==> src/design/tvts_pkg.sv <==
// Shared types and constants of the tagged value token serializer.
// Used by the front, queue, back and top level modules; depends on nothing.
package tvts_pkg;

    localparam int OFFSET_BITS = 32;
    localparam int MAX_BYTES   = 9;
    localparam int COUNT_BITS  = 4;

    localparam logic [1:0] CFG_BUFFER_LIMIT = 2'd0;
    localparam logic [1:0] CFG_START_OFFSET = 2'd1;

    localparam logic [31:0] BUFFER_LIMIT_RESET = 32'd65536;
    localparam logic [7:0]  START_OFFSET_RESET = 8'd64;

    localparam logic [7:0] TAG_NULL   = 8'h00;
    localparam logic [7:0] TAG_FALSE  = 8'h01;
    localparam logic [7:0] TAG_TRUE   = 8'h02;
    localparam logic [7:0] TAG_I64    = 8'h10;
    localparam logic [7:0] TAG_U64    = 8'h11;
    localparam logic [7:0] TAG_F64    = 8'h12;
    localparam logic [7:0] TAG_STRING = 8'h20;
    localparam logic [7:0] TAG_BYTES  = 8'h22;
    localparam logic [7:0] TAG_ARRAY  = 8'h30;
    localparam logic [7:0] TAG_OBJECT = 8'h40;

    localparam logic [33:0] NEED_SMALL  = 34'd1;
    localparam logic [33:0] NEED_WORD   = 34'd9;
    localparam logic [33:0] NEED_HEADER = 34'd6;
    localparam logic [33:0] NEED_VARINT = 34'd5;

    localparam logic [63:0] F64_EXP_MASK  = 64'h7FF0_0000_0000_0000;
    localparam logic [63:0] F64_MANT_MASK = 64'h000F_FFFF_FFFF_FFFF;
    localparam logic [63:0] F64_NEG_ZERO  = 64'h8000_0000_0000_0000;

    typedef enum logic [3:0] {
        ACT_NULL    = 4'd0,
        ACT_BOOL    = 4'd1,
        ACT_I64     = 4'd2,
        ACT_U64     = 4'd3,
        ACT_F64     = 4'd4,
        ACT_STRING  = 4'd5,
        ACT_BYTES   = 4'd6,
        ACT_ARRAY   = 4'd7,
        ACT_OBJECT  = 4'd8,
        ACT_VARUINT = 4'd9,
        ACT_RAW     = 4'd10,
        ACT_RESTART = 4'd11
    } action_t;

    typedef enum logic [1:0] {
        ST_OK     = 2'd0,
        ST_BOUNDS = 2'd1,
        ST_NAN    = 2'd2,
        ST_KIND   = 2'd3
    } status_t;

    // A count of zero marks a status-only job.
    typedef struct packed {
        logic [MAX_BYTES-1:0][7:0]  data;
        logic [COUNT_BITS-1:0]      count;
        status_t                    status;
        logic [OFFSET_BITS-1:0]     pos;
    } job_t;

endpackage

==> src/design/tvts_front.sv <==
// Front end: accepts tokens, keeps write offset and sticky error, and builds jobs.
// Depends on tvts_pkg.
module tvts_front (
    input  logic              aclk,
    input  logic              aresetn,
    input  logic              s_valid,
    output logic              s_ready,
    input  logic [3:0]        s_action,
    input  logic [63:0]       s_operand,
    input  logic              cfg_valid,
    output logic              cfg_ready,
    input  logic [1:0]        cfg_index,
    input  logic [31:0]       cfg_data,
    input  logic              q_full,
    output logic              q_push,
    output tvts_pkg::job_t    q_job
);
    import tvts_pkg::*;

    localparam logic [32:0] MAX_OFF = 33'((64'd1 << OFFSET_BITS) - 64'd1);

    logic [31:0]            buffer_limit_reg, buffer_limit_next;
    logic [7:0]             start_offset_reg, start_offset_next;
    logic [OFFSET_BITS-1:0] write_offset_reg, write_offset_next;
    status_t                error_code_reg, error_code_next;
    logic [OFFSET_BITS-1:0] error_pos_reg, error_pos_next;

    logic        accept;
    logic [32:0] limit;
    logic [31:0] v32;
    logic        g1, g2, g3, g4;
    logic [2:0]  vlen;
    logic [4:0][7:0] vb;
    logic [63:0] fval;
    logic        is_nan;

    assign s_ready   = !q_full;
    assign cfg_ready = 1'b1;
    assign accept    = s_valid && !q_full;
    assign q_push    = accept;

    assign limit = (33'(buffer_limit_reg) > MAX_OFF) ? MAX_OFF : 33'(buffer_limit_reg);

    assign v32  = s_operand[31:0];
    assign g1   = |v32[31:7];
    assign g2   = |v32[31:14];
    assign g3   = |v32[31:21];
    assign g4   = |v32[31:28];
    assign vlen = 3'd1 + {2'b0, g1} + {2'b0, g2} + {2'b0, g3} + {2'b0, g4};
    assign vb[0] = {g1, v32[6:0]};
    assign vb[1] = {g2, v32[13:7]};
    assign vb[2] = {g3, v32[20:14]};
    assign vb[3] = {g4, v32[27:21]};
    assign vb[4] = {4'b0, v32[31:28]};

    assign is_nan = ((s_operand & F64_EXP_MASK) == F64_EXP_MASK)
                 && ((s_operand & F64_MANT_MASK) != 64'd0);
    assign fval   = (s_operand == F64_NEG_ZERO) ? 64'd0 : s_operand;

    always_comb begin
        action_t     act;
        logic [33:0] need;
        logic        known;
        logic [7:0]  tag;
        logic        fail_bounds;

        act         = action_t'(s_action);
        need        = NEED_SMALL;
        known       = 1'b1;
        tag         = TAG_NULL;
        q_job       = '0;
        q_job.status = ST_OK;

        buffer_limit_next = buffer_limit_reg;
        start_offset_next = start_offset_reg;
        write_offset_next = write_offset_reg;
        error_code_next   = error_code_reg;
        error_pos_next    = error_pos_reg;

        if (cfg_valid) begin
            case (cfg_index)
                CFG_BUFFER_LIMIT: buffer_limit_next = cfg_data;
                CFG_START_OFFSET: start_offset_next = cfg_data[7:0];
                default: ;
            endcase
        end

        case (act)
            ACT_NULL, ACT_BOOL, ACT_RAW:           need = NEED_SMALL;
            ACT_I64, ACT_U64, ACT_F64:             need = NEED_WORD;
            ACT_STRING, ACT_BYTES:                 need = NEED_HEADER + 34'(v32);
            ACT_ARRAY, ACT_OBJECT:                 need = NEED_HEADER;
            ACT_VARUINT:                           need = NEED_VARINT;
            default:                               known = 1'b0;
        endcase
        fail_bounds = (34'(write_offset_reg) + need) > 34'(limit);

        case (act)
            ACT_STRING: tag = TAG_STRING;
            ACT_BYTES:  tag = TAG_BYTES;
            ACT_ARRAY:  tag = TAG_ARRAY;
            ACT_OBJECT: tag = TAG_OBJECT;
            default:    tag = TAG_NULL;
        endcase

        if (act == ACT_RESTART) begin
            q_job.pos         = OFFSET_BITS'(start_offset_reg);
            write_offset_next = OFFSET_BITS'(start_offset_reg);
            error_code_next   = ST_OK;
            error_pos_next    = '0;
        end else if (error_code_reg != ST_OK) begin
            q_job.status = error_code_reg;
            q_job.pos    = error_pos_reg;
        end else if (!known || fail_bounds || (act == ACT_F64 && is_nan)) begin
            if (!known) begin
                q_job.status = ST_KIND;
            end else if (fail_bounds) begin
                q_job.status = ST_BOUNDS;
            end else begin
                q_job.status = ST_NAN;
            end
            q_job.pos       = write_offset_reg;
            error_code_next = q_job.status;
            error_pos_next  = write_offset_reg;
        end else begin
            q_job.pos = write_offset_reg;
            case (act)
                ACT_NULL: begin
                    q_job.data[0] = TAG_NULL;
                    q_job.count   = COUNT_BITS'(1);
                end
                ACT_BOOL: begin
                    q_job.data[0] = (s_operand != 64'd0) ? TAG_TRUE : TAG_FALSE;
                    q_job.count   = COUNT_BITS'(1);
                end
                ACT_I64, ACT_U64, ACT_F64: begin
                    q_job.data[0] = (act == ACT_I64) ? TAG_I64 :
                                    (act == ACT_U64) ? TAG_U64 : TAG_F64;
                    for (int i = 0; i < 8; i++) begin
                        q_job.data[i+1] = (act == ACT_F64) ? fval[8*i +: 8]
                                                           : s_operand[8*i +: 8];
                    end
                    q_job.count = COUNT_BITS'(MAX_BYTES);
                end
                ACT_STRING, ACT_BYTES, ACT_ARRAY, ACT_OBJECT: begin
                    q_job.data[0] = tag;
                    for (int i = 0; i < 5; i++) begin
                        q_job.data[i+1] = vb[i];
                    end
                    q_job.count = COUNT_BITS'(vlen) + COUNT_BITS'(1);
                end
                ACT_VARUINT: begin
                    for (int i = 0; i < 5; i++) begin
                        q_job.data[i] = vb[i];
                    end
                    q_job.count = COUNT_BITS'(vlen);
                end
                default: begin
                    q_job.data[0] = s_operand[7:0];
                    q_job.count   = COUNT_BITS'(1);
                end
            endcase
            write_offset_next = write_offset_reg + OFFSET_BITS'(q_job.count);
        end

        if (!accept) begin
            write_offset_next = write_offset_reg;
            error_code_next   = error_code_reg;
            error_pos_next    = error_pos_reg;
        end
    end

    always_ff @(posedge aclk) begin
        if (!aresetn) begin
            buffer_limit_reg <= BUFFER_LIMIT_RESET;
            start_offset_reg <= START_OFFSET_RESET;
            write_offset_reg <= OFFSET_BITS'(START_OFFSET_RESET);
            error_code_reg   <= ST_OK;
            error_pos_reg    <= '0;
        end else begin
            buffer_limit_reg <= buffer_limit_next;
            start_offset_reg <= start_offset_next;
            write_offset_reg <= write_offset_next;
            error_code_reg   <= error_code_next;
            error_pos_reg    <= error_pos_next;
        end
    end

endmodule

==> src/design/tvts_queue.sv <==
// Two-entry job queue between the front end and the byte emitter.
// Depends on tvts_pkg.
module tvts_queue (
    input  logic           aclk,
    input  logic           aresetn,
    input  logic           push,
    input  tvts_pkg::job_t push_job,
    output logic           full,
    input  logic           pop,
    output tvts_pkg::job_t head,
    output logic           empty
);
    import tvts_pkg::*;

    job_t       entry_reg [2];
    logic       wr_ptr_reg, wr_ptr_next;
    logic       rd_ptr_reg, rd_ptr_next;
    logic [1:0] count_reg, count_next;

    assign full  = (count_reg == 2'd2);
    assign empty = (count_reg == 2'd0);
    assign head  = entry_reg[rd_ptr_reg];

    always_comb begin
        wr_ptr_next = push ? !wr_ptr_reg : wr_ptr_reg;
        rd_ptr_next = pop ? !rd_ptr_reg : rd_ptr_reg;
        count_next  = count_reg + {1'b0, push} - {1'b0, pop};
    end

    always_ff @(posedge aclk) begin
        if (push) begin
            entry_reg[wr_ptr_reg] <= push_job;
        end
    end

    always_ff @(posedge aclk) begin
        if (!aresetn) begin
            wr_ptr_reg <= 1'b0;
            rd_ptr_reg <= 1'b0;
            count_reg  <= 2'd0;
        end else begin
            wr_ptr_reg <= wr_ptr_next;
            rd_ptr_reg <= rd_ptr_next;
            count_reg  <= count_next;
        end
    end

endmodule

==> src/design/tvts_back.sv <==
// Back end: walks the head job one byte per cycle into the output register while m_ready allows.
// Depends on tvts_pkg.
module tvts_back (
    input  logic           aclk,
    input  logic           aresetn,
    input  tvts_pkg::job_t head,
    input  logic           empty,
    output logic           pop,
    output logic           m_valid,
    input  logic           m_ready,
    output logic [7:0]     m_out_byte,
    output logic           m_byte_valid,
    output logic           m_last,
    output logic [1:0]     m_status,
    output logic [31:0]    m_position
);
    import tvts_pkg::*;

    logic [COUNT_BITS-1:0]  idx_reg, idx_next;
    logic                   valid_reg, valid_next;
    logic [7:0]             byte_reg, byte_next;
    logic                   bvalid_reg, bvalid_next;
    logic                   last_reg, last_next;
    status_t                status_reg, status_next;
    logic [31:0]            pos_reg, pos_next;

    logic                   advance;
    logic                   is_status;
    logic                   is_last;
    logic [OFFSET_BITS-1:0] byte_pos;

    assign advance   = !empty && (!valid_reg || m_ready);
    assign is_status = (head.count == '0);
    assign is_last   = is_status || (idx_reg == head.count - COUNT_BITS'(1));
    assign byte_pos  = head.pos + OFFSET_BITS'(idx_reg) + OFFSET_BITS'(1);
    assign pop       = advance && is_last;

    always_comb begin
        idx_next    = idx_reg;
        valid_next  = valid_reg;
        byte_next   = byte_reg;
        bvalid_next = bvalid_reg;
        last_next   = last_reg;
        status_next = status_reg;
        pos_next    = pos_reg;
        if (advance) begin
            valid_next  = 1'b1;
            byte_next   = is_status ? 8'd0 : head.data[idx_reg];
            bvalid_next = !is_status;
            last_next   = is_last;
            status_next = is_status ? head.status : ST_OK;
            pos_next    = is_status ? 32'(head.pos) : 32'(byte_pos);
            idx_next    = is_last ? '0 : idx_reg + COUNT_BITS'(1);
        end else if (m_ready) begin
            valid_next = 1'b0;
        end
    end

    always_ff @(posedge aclk) begin
        byte_reg   <= byte_next;
        bvalid_reg <= bvalid_next;
        last_reg   <= last_next;
        status_reg <= status_next;
        pos_reg    <= pos_next;
    end

    always_ff @(posedge aclk) begin
        if (!aresetn) begin
            idx_reg   <= '0;
            valid_reg <= 1'b0;
        end else begin
            idx_reg   <= idx_next;
            valid_reg <= valid_next;
        end
    end

    assign m_valid      = valid_reg;
    assign m_out_byte   = byte_reg;
    assign m_byte_valid = bvalid_reg;
    assign m_last       = last_reg;
    assign m_status     = status_reg;
    assign m_position   = pos_reg;

endmodule

==> src/design/tagged_value_token_serializer.sv <==
// Top level of the tagged value token serializer.
// Depends on tvts_pkg, tvts_front, tvts_queue and tvts_back.
//
// Usage:
// Tokens enter on the s_ channel (s_action, s_operand) as valid/ready
// transactions. Each token yields one or more result transactions on the
// m_ channel: one per encoded byte, or one status-only result for a
// restart, an error or a token rejected by a sticky error. m_last marks
// the final result of a token.
// The cfg_ channel writes buffer_limit (index 0) and start_offset
// (index 1); cfg_ready is always high. Write it only while idle.
// A token is registered in the job queue, and its first result then in
// the output register. The emitter sends one result per cycle while
// m_ready does not stall it, so a token of n bytes (n is 1 to 9) occupies
// it for n results; the front end takes a token every cycle while the
// two-entry job queue has room, so single-byte tokens stream one per cycle.
// When the receiver holds m_ready low, the output register holds its
// transaction, the queue fills, and s_ready then falls.
// Reset clears the queue and output, sets the write offset to 64, the
// limit to 65536, start_offset to 64 and clears the error.
module tagged_value_token_serializer (
    input  logic        aclk,
    input  logic        aresetn,
    input  logic        s_valid,
    output logic        s_ready,
    input  logic [3:0]  s_action,
    input  logic [63:0] s_operand,
    output logic        m_valid,
    input  logic        m_ready,
    output logic [7:0]  m_out_byte,
    output logic        m_byte_valid,
    output logic        m_last,
    output logic [1:0]  m_status,
    output logic [31:0] m_position,
    input  logic        cfg_valid,
    output logic        cfg_ready,
    input  logic [1:0]  cfg_index,
    input  logic [31:0] cfg_data
);
    import tvts_pkg::*;

    job_t push_job;
    job_t head;
    logic push;
    logic pop;
    logic full;
    logic empty;

    tvts_front u_front (
        .aclk      (aclk),
        .aresetn   (aresetn),
        .s_valid   (s_valid),
        .s_ready   (s_ready),
        .s_action  (s_action),
        .s_operand (s_operand),
        .cfg_valid (cfg_valid),
        .cfg_ready (cfg_ready),
        .cfg_index (cfg_index),
        .cfg_data  (cfg_data),
        .q_full    (full),
        .q_push    (push),
        .q_job     (push_job)
    );

    tvts_queue u_queue (
        .aclk     (aclk),
        .aresetn  (aresetn),
        .push     (push),
        .push_job (push_job),
        .full     (full),
        .pop      (pop),
        .head     (head),
        .empty    (empty)
    );

    tvts_back u_back (
        .aclk         (aclk),
        .aresetn      (aresetn),
        .head         (head),
        .empty        (empty),
        .pop          (pop),
        .m_valid      (m_valid),
        .m_ready      (m_ready),
        .m_out_byte   (m_out_byte),
        .m_byte_valid (m_byte_valid),
        .m_last       (m_last),
        .m_status     (m_status),
        .m_position   (m_position)
    );

endmodule

==> config.mk <==
export PLATFORM = sky130hd
export DESIGN_NAME = tagged_value_token_serializer
export DESIGN_NICKNAME = d
export VERILOG_FILES = /design/src/design/tvts_pkg.sv /design/src/design/tvts_front.sv /design/src/design/tvts_queue.sv /design/src/design/tvts_back.sv /design/src/design/tagged_value_token_serializer.sv
export SDC_FILE = /design/constraint.sdc
export NUM_CORES = 1
export LEC_CHECK = 0
export BUFFER_PORTS_ARGS = -buffer_cell sky130_fd_sc_hd__buf_2
export CAP_MARGIN = 20
export CORE_UTILIZATION = 54
export CTS_CLUSTER_SIZE = 8
export DETAILED_ROUTE_END_ITERATION = 8
export GPL_ROUTABILITY_DRIVEN = 1
export PLACE_DENSITY = 0.73
export SYNTH_ARGS = -nofsm -noshare
export SYNTH_HDL_FRONTEND = slang
export SYNTH_HIERARCHICAL = 1
export SYNTH_SLANG_ARGS = --single-unit
export TNS_END_PERCENT = 1
==> constraint.sdc <==
create_clock -name aclk -period 14.6 [get_ports aclk]
set_clock_uncertainty 0.2 [all_clocks]
set_input_delay 1.46 -clock aclk [delete_from_list [all_inputs] [get_ports aclk]]
set_output_delay 1.46 -clock aclk [all_outputs]
set_load 0.02 [all_outputs]
==> results of run 1 <==
## worst max path at each step
| stage | from | end | slack (ps) | depth (start not counted) |
|---|---|---|---|---|
| final | s_operand[1] | u_queue/entry_reg[1][104] | 5970 | 26 |
| after global routing | s_operand[1] | u_queue/entry_reg[1][89] | 5380 | 26 |
| after CTS | s_action[1] | u_queue/entry_reg[1][82] | 6050 | 25 |
| after detailed placement | s_action[1] | u_queue/entry_reg[0][82] | 5480 | 25 |
| after global placement | s_action[2] | u_queue/entry_reg[0][89] | 5670 | 24 |
| after floorplan | s_valid | u_queue/entry_reg[0][0] | 7080 | 2 |
## Yosys cell counts, types with 5 or more instances
| library cell | instances |
|---|---|
| a21boi_0 | 7 |
| a22oi_1 | 24 |
| buf_6 | 14 |
| and4_1 | 8 |
| o31ai_1 | 22 |
| nand3_1 | 38 |
| edfxtp_1 | 264 |
| dfxtp_1 | 116 |
| nor4_1 | 16 |
| a21oi_1 | 164 |
| or3_1 | 14 |
| nand4_1 | 60 |
| nor2b_1 | 18 |
| nor2_1 | 134 |
| a31oi_1 | 9 |
| buf_2 | 13 |
| xor2_1 | 35 |
| o21bai_1 | 12 |
| clkbuf_1 | 80 |
| mux2_2 | 127 |
| and2_1 | 39 |
| nand2b_1 | 8 |
| and3_1 | 19 |
| a21o_1 | 27 |
| a211oi_1 | 8 |
| o21ai_0 | 86 |
| a32o_1 | 11 |
| or4_1 | 22 |
| buf_1 | 9 |
| fa_1 | 5 |
| mux2i_1 | 29 |
| a222oi_1 | 20 |
| nor3_1 | 23 |
| xnor2_1 | 54 |
| o211ai_1 | 6 |
| nand2_1 | 235 |
| ha_1 | 80 |
| inv_1 | 79 |
| o21a_1 | 10 |
## cell families after synthesis
group	synth area share, %
mux	8.282
buf+inv	4.203
xor+xnor	3.827
compound gates	13.17
other cells	0.01790
flops	48.91
simple gates	16.23
fa+ha+maj	5.350
## per-stage QoR
step                worst slack, ps  instances  area, sq um  utilization [%]  hold WS (ps)
floorplan                      7079       2021        20960                -         235.3
global placement               5666       2582        21960            57.89         243.7
detailed placement             5482       2583        21970            57.92         247.2
CTS                            6049       2676        23530            62.02         253.6
global route                   5380       2676        23530            62.02         272.9
finish                         5973       2676        23530            62.02         250.6
## final cells by class
class                      instances  area (sq um)  area share (%)
clock buffer                      90          1486           6.318
clock inverter                     3         66.31          0.2819
inverter                          83         311.5           1.324
multi-input combinational       1440          9871           41.96
sequential                       380         10250           43.59
tap                              511         639.4           2.718
timing repair buffer             169         895.9           3.808
## layer usage
metal  global-route usage (%)  part of all wire, %  vias up
li1                         -                    -     7674
met1                    39.19                   43     7788
met2                    42.06                   46      718
met3                    3.781                  7.9      113
met4                    11.77                  3.5        2
met5                        0                0.022        -
## worst max-delay path, cell delays in order
cell and delay [ps]:
buf_2 160, inv_1 80, ha_1 270, nor4_1 680
inv_1 100, nor2_1 270, nand3_1 130, xor2_1 160
nor2_1 60, ha_1 350, nand2_1 90, o21ai_0 130
o41a_1 490, a221oi_1 480, o2111ai_1 190, a21oi_1 200
xnor2_1 150, ha_1 280, a211o_1 270, a221oi_1 290
o2111ai_1 210, or3_1 490, nand2_1 230, nand4_2 400
nor2_2 920, and2_1 270
## placed cells by master, fill, tap and decap left out, drive strengths merged, types with 35 or more instances in the layout
| master | netlist | layout |
|---|---|---|
| mux2 | 128 | 128 |
| nand3 | 42 | 42 |
| nor2 | 135 | 135 |
| a21oi | 165 | 165 |
| dfxtp | 116 | 116 |
| and2 | 40 | 40 |
| xor2 | 35 | 35 |
| buf | 37 | 169 |
| o21ai | 86 | 86 |
| nand4 | 61 | 61 |
| inv | 83 | 84 |
| edfxtp | 264 | 264 |
| nand2 | 235 | 235 |
| ha | 80 | 80 |
| xnor2 | 54 | 54 |
| clkbuf | 81 | 90 |
## report_power, final
part / switching [mW] / internal, mW / total (mW)
sequential: 0.0658 / 1.37 / 1.43
clock: 0.446 / 0.702 / 1.15
combinational: 0.530 / 0.320 / 0.849
==> qor.json, run 1 <==
{
  "fin_total_pwr_mw": 3.428,
  "dp.final_hpwl_mm": 38.88,
  "grt_first_pass_wirelength_mm": 83.65,
  "required_ps": 14830,
  "post-route-drc-count": 0,
  "clkLatencyLatePin_ps": 590,
  "rows": 71,
  "arrival_ps": 8860,
  "cts.sink_count": 380,
  "ant_nets": 0,
  "slew_at_the_pin_with_the_worst_max_slew_slack_ps": 1094,
  "die-area_sq_um": 39600,
  "cts-resized-gates": 0,
  "synthCells": 2021,
  "ios": 154,
  "synth.largest_area_cell": "edfxtp_1",
  "worst-r2r-cell-count": 19,
  "timing.critical_path.from_type": "input port",
  "detailedRoute.firstPassIterationCount": 8,
  "max-cap-violations": 0,
  "synth_flop_cell": "edfxtp_1",
  "critical_path.reg2reg.endpoint": "u_queue/entry_reg[1][104]",
  "postSynthAreaPerCell_sq_um": 10.37,
  "cts_post_setup_buffers_inserted": 0,
  "yosys_register_bits": 380,
  "globalplace.congestion": 0.9723,
  "worstHoldPathCells": 2,
  "worst_hold_path.endpoint": "u_front/buffer_limit_reg[24]",
  "synth-edff-count": 264,
  "initial_core_util_pct": 55.24,
  "power_leakage_nw": 8.628,
  "die_h_microns": 199.0,
  "synthDominantCellAreaShare_pct": 37.83,
  "synth.yosys.warnings": 6,
  "globalRouteOverflowTotal": 0,
  "cp_max_fo": 27,
  "cts-buffers-inserted": 53,
  "grt_antenna_before_repair": 1,
  "p_per_area_nw_per_um2": 145.7,
  "cts_root_buffer": "clkbuf_16",
  "grt_start_max_net_pins": 83,
  "cts_hold_buf": 0,
  "synth.area.top_cells": "edfxtp_1, dfxtp_1, mux2_2",
  "outcome": "completed",
  "groute.usage.overall_pct": 27.55,
  "chipWidth_microns": 199.0,
  "grt_pass1_vias": 15228,
  "worst_ir_drop_vdd_mv": 0.08676,
  "nNetsFinal": 2319,
  "finalWirelength_mm": 54.53,
  "share_of_cells_above_drive_strength_1_pct": 18.52,
  "post_synth_instance_area_sq_um": 20960,
  "setup.worst_path.end_class": "flip-flop",
  "core_area_sq_um": 37930,
  "clock.fmax_ghz": 0.1159,
  "antenna_cells": 0,
  "min_period_over_period_pct": 59.09,
  "worstHoldPathType": "reg -> reg",
  "synth.distinct_cells": 84,
  "setup_violations": 0,
  "cts-htree-levels": 2,
  "timing_hold_violations_final": 0,
  "hold_start": "u_front/buffer_limit_reg[24]",
  "finalMaxSlewViolations": 0,
  "totalNegativeSetupSlack_ps": 0,
  "avgViaCountPerCell": 6.089,
  "tritoncts": "done",
  "first_iter_violations": 1700,
  "synthArstFlopShare_pct": 0,
  "setup.worst_path.class": "in -> reg",
  "detailroute.via_count": 16295,
  "timing.final.crit_period_ps": 8627,
  "rr_startpoint": "u_front/write_offset_reg[1]",
  "cts-root-to-sink-buffers": 3,
  "seq_area_frac_synth_pct": 48.91,
  "worst_slew_margin_rel_pct": 26.93,
  "n_fill_cell": 3112,
  "portBuffers": 152,
  "routed_wire_length_per_instance_microns": 20.38,
  "rsz0062_at_grt": "false",
  "largest_register_ff_count": 220,
  "regToRegSetupSlack_ps": 7420,
  "synthesis.nets": 2213,
  "flow.area_growth_from_synthesis_pct": 12.26,
  "worst_setup_hold_path_clk_slew_ps": 50
}
Power figures use the tool's default switching activity.
==> inputs of run 2 (changes only) <==
- ABC_AREA: unset -> 1
- PLACE_DENSITY: 0.73 -> 0.75
- clock period: 14.6 -> 7 ns (I/O delays scaled with it)
==> run 2 against run 1 <==
Largest power group unchanged. Core utilization decreased by 0.51 points. Highest routed layer unchanged. The run now ends with DRC left. First-iteration DRC count is 20% higher. Total power is 140% higher. Combinational power grew to 2.9 times the previous value. Critical path depth increased by 8. Critical endpoint is now u_front/write_offset_reg[30].
==> qor.json, run 2 <==
{
  "worst_ir_drop_vdd": {"value": 0.1760, "unit": "mV", "change": "+100%"},
  "layout.cells.most_common_list": "nand2_1, nor2_1, edfxtp_1",
  "synth.cells.most_frequent": "nand2_1, nor2_1, edfxtp_1, inv_1, a21oi_1",
  "grt_first_pass_wirelength": {"value": 98.88, "unit": "mm", "change": "+18%"},
  "violations_in_the_final_reports": "DRC",
  "detailedRoute.firstPassIterationCount": {"value": 8, "change": "unchanged"},
  "cts_hold_buf": {"value": 0, "change": "unchanged"},
  "synth.largest_area_cell": "edfxtp_1",
  "synth-edff-count": {"value": 264, "change": "unchanged"},
  "first_iter_violations": {"value": 2034, "change": "+20%"},
  "synthDominantCellAreaShare": {"value": 35.11, "unit": "%", "change": "-2.7 points"},
  "worst_slew_margin_rel": {"value": 36.07, "unit": "%", "change": "+9.1 points"},
  "largest_register_ff_count": {"value": 220, "change": "unchanged"},
  "slew_at_the_pin_with_the_worst_max_slew_slack": {"value": 956.3, "unit": "ps", "change": "-138.2 ps"},
  "setup.worst_path.class": "in -> reg",
  "finalWirelength": {"value": 63.76, "unit": "mm", "change": "+17%"},
  "initial_core_util": {"value": 55.05, "unit": "%", "change": "-0.19 points"},
  "p_per_area": {"value": 321.0, "unit": "nW/um^2", "change": "+120%"},
  "regToRegSetupSlack": {"value": 1800, "unit": "ps", "change": "-5620 ps"},
  "dp.final_hpwl": {"value": 46.58, "unit": "mm", "change": "+20%"},
  "synthCells": {"value": 2601, "change": "+29%"},
  "cp_slowest_stage_delay": {"value": 390, "unit": "ps", "change": "-530 ps"},
  "fin_util": {"value": 61.50, "unit": "%", "change": "-0.51 points"},
  "timing_hold_violations_final": {"value": 0, "change": "unchanged"},
  "power_leakage": {"value": 10.33, "unit": "nW", "change": "+20%"},
  "rows": {"value": 74, "change": "+4.2%"},
  "post-route-drc-count": {"value": 10, "change": "+10"},
  "synth.area.top_cells": "edfxtp_1, dfxtp_1, nand2_1",
  "timing.critical_path.depth": {"value": 34, "change": "+31%"},
  "finalMaxSlewViolations": {"value": 0, "change": "unchanged"},
  "worstHoldPathType": "in -> reg",
  "synth_flop_cell": "edfxtp_1",
  "timing.final.crit_period_ps": 6051,
  "setup.worst_path.end_class": "flip-flop",
  "ios": {"value": 154, "change": "unchanged"},
  "worst_hold_path.endpoint": "u_front/buffer_limit_reg[16]",
  "synthesis.nets": {"value": 2793, "change": "+26%"},
  "groute.usage.overall": {"value": 29.99, "unit": "%", "change": "+2.4 points"},
  "flow.area_growth_from_synthesis_pct": 11.72,
  "ff_latch_area": {"value": 10250, "unit": "sq um", "change": "about the same"},
  "seq_area_frac_synth": {"value": 45.39, "unit": "%", "change": "-3.5 points"},
  "share_of_cells_above_drive_strength_1": {"value": 14.48, "unit": "%", "change": "-4.0 points"},
  "nNetsFinal": {"value": 2927, "change": "+26%"},
  "portBuffers": {"value": 152, "change": "unchanged"},
  "yosys_register_bits": {"value": 380, "change": "unchanged"},
  "globalplace.congestion": {"value": 0.9744, "change": "+0.22%"},
  "path_delay_family": "simple AND/OR/NAND/NOR gates",
  "avgViaCountPerCell": {"value": 5.783, "change": "-5.0%"},
  "clkLatencyLatePin": {"value": 610, "unit": "ps", "change": "+20 ps"},
  "rsz0062_at_grt": "false",
  "grt_antenna_before_repair": {"value": 6, "change": "+5"},
  "chipWidth": {"value": 206.5, "unit": "microns", "change": "+3.8%"},
  "cts-root-to-sink-buffers": {"value": 3, "change": "unchanged"},
  "die_h": {"value": 206.5, "unit": "microns", "change": "+3.8%"},
  "detailroute.via_count": {"value": 19146, "change": "+17%"},
  "cts-resized-gates": {"value": 0, "change": "unchanged"},
  "setup_violations": {"value": 0, "change": "unchanged"},
  "n_fill_cell": {"value": 3511, "change": "+13%"},
  "worst-r2r-cell-count": {"value": 31, "change": "+12"},
  "cts_root_buffer": "clkbuf_16",
  "required": {"value": 7270, "unit": "ps", "change": "-7560 ps"},
  "path_common_cell": "nand2_1",
  "worst_setup_hold_path_clk_slew": {"value": 50, "unit": "ps", "change": "about the same"},
  "multi_input_comb_area": {"value": 10750, "unit": "sq um", "change": "+8.9%"},
  "tritoncts": "done",
  "grt_start_max_net_pins": {"value": 69, "change": "-17%"},
  "totalNegativeSetupSlack": {"value": 0, "unit": "ps", "change": "unchanged"},
  "critPathLaunch": "s_operand[1]",
  "routed_wire_length_per_instance": {"value": 19.26, "unit": "microns", "change": "-5.5%"},
  "cp_max_fo": {"value": 29, "change": "+7.4%"},
  "critPathSlowestCell": "ha_1",
  "critical_path.reg2reg.endpoint": "u_front/write_offset_reg[27]",
  "cts-htree-levels": {"value": 2, "change": "unchanged"},
  "postSynthAreaPerCell": {"value": 8.681, "unit": "sq um", "change": "-16%"},
  "synth.yosys.warnings": {"value": 6, "change": "unchanged"},
  "cts_post_setup_buffers_inserted": {"value": 0, "change": "unchanged"},
  "yosysMostFrequentCell": "nand2_1",
  "max-cap-violations": {"value": 0, "change": "unchanged"},
  "min_period_over_period_pct": 86.44,
  "cts.sink_count": {"value": 380, "change": "unchanged"},
  "synth.distinct_cells": {"value": 57, "change": "-32%"},
  "grt_pass1_vias": {"value": 18156, "change": "+19%"},
  "cts-buffers-inserted": {"value": 54, "change": "+1.9%"},
  "worstHoldPathCells": {"value": 3, "change": "+1"},
  "core_area": {"value": 41020, "unit": "sq um", "change": "+8.1%"},
  "synthArstFlopShare": {"value": 0, "unit": "%", "change": "unchanged"},
  "globalRouteOverflowTotal": {"value": 0, "change": "unchanged"},
  "outcome": "complete, but fails checks",
  "clock.fmax_ghz": 0.1653,
  "arrival": {"value": 6320, "unit": "ps", "change": "-2540 ps"},
  "rr_startpoint": "u_front/write_offset_reg[0]",
  "post_synth_instance_area": {"value": 22580, "unit": "sq um", "change": "+7.8%"},
  "mostFrequentLayoutCell": "nand2_1",
  "timing.critical_path.from_type": "input port",
  "hold_start": "cfg_data[16]",
  "die-area": {"value": 42640, "unit": "sq um", "change": "+7.7%"},
  "worstPathBufferInverterCount": {"value": 5, "change": "+2"},
  "ant_nets": {"value": 0, "change": "unchanged"}
}
[run 2: cell types whose count changed after synthesis, moves of 79 or more]
cell and delta:
mux2_4 +99, nor2_1 +274, inv_1 +164, mux2_2 -117, nand2_1 +241, nand3_1 +79
[run 2: worst max path at each step]
| stage | slack [ps] | end |
|---|---|---|
| floorplan | 690 | u_queue/entry_reg[0][0] |
| global route | 360 | u_front/write_offset_reg[23] |
| finish | 950 | u_front/write_offset_reg[30] |
| detailed placement | 430 | u_front/write_offset_reg[30] |
| CTS | 1030 | u_front/write_offset_reg[30] |
| global placement | 630 | u_front/write_offset_reg[6] |
[run 2: through the flow]
step	setup slack (ps)	hold slack, ps	cell area, sq um	cells	power, mW
5_1_grt	363.0	131.5	25220	3309	8.496
6_report	949.4	108.2	25230	3311	8.097
4_1_cts	1030	91.76	25220	3308	8.121
2_1_floorplan	690.9	229.2	22580	2601	5.022
3_3_place_gp	632.9	251.4	23610	3211	5.562
3_5_place_dp	425.1	255.3	23610	3211	5.646
[run 2: logic make-up after synthesis]
family	share of synthesized area (%)
AOI/OAI and AO/OA	10.62
xor gates and xnor gates	2.987
adders and majority gates	4.876
buffers and inverters	7.109
DFF	45.39
muxes	7.148
other	0.01661
and+or+nand+nor	21.85
[run 2: power by group]
group          internal, mW  switching [mW]
combinational         0.902            1.56
clock                  1.50           0.969
sequential             2.99           0.180
total                  5.39            2.71
[run 2: final cells by class]
class                      instances  area share [%]
inverter                         256           3.819
clock buffer                      92           6.001
multi-input combinational       1863           42.59
sequential                       380           40.65
clock inverter                     5          0.3720
antenna                            3         0.02976
timing repair buffer             180           3.898
tap                              532           2.639
[run 2: metal layers]
metal  up-vias  share of wire, %  track usage [%]
li1       9161                 -                -
met1      8995                43            41.56
met2       846                45            46.03
met3       138               7.7            5.487
met4         6               3.9            12.39
met5         -             0.056                0
[run 2: worst min-delay path, cell delays in order]
cell	delay [ps]
buf_2	70
nand2_1	40
o211ai_1	60
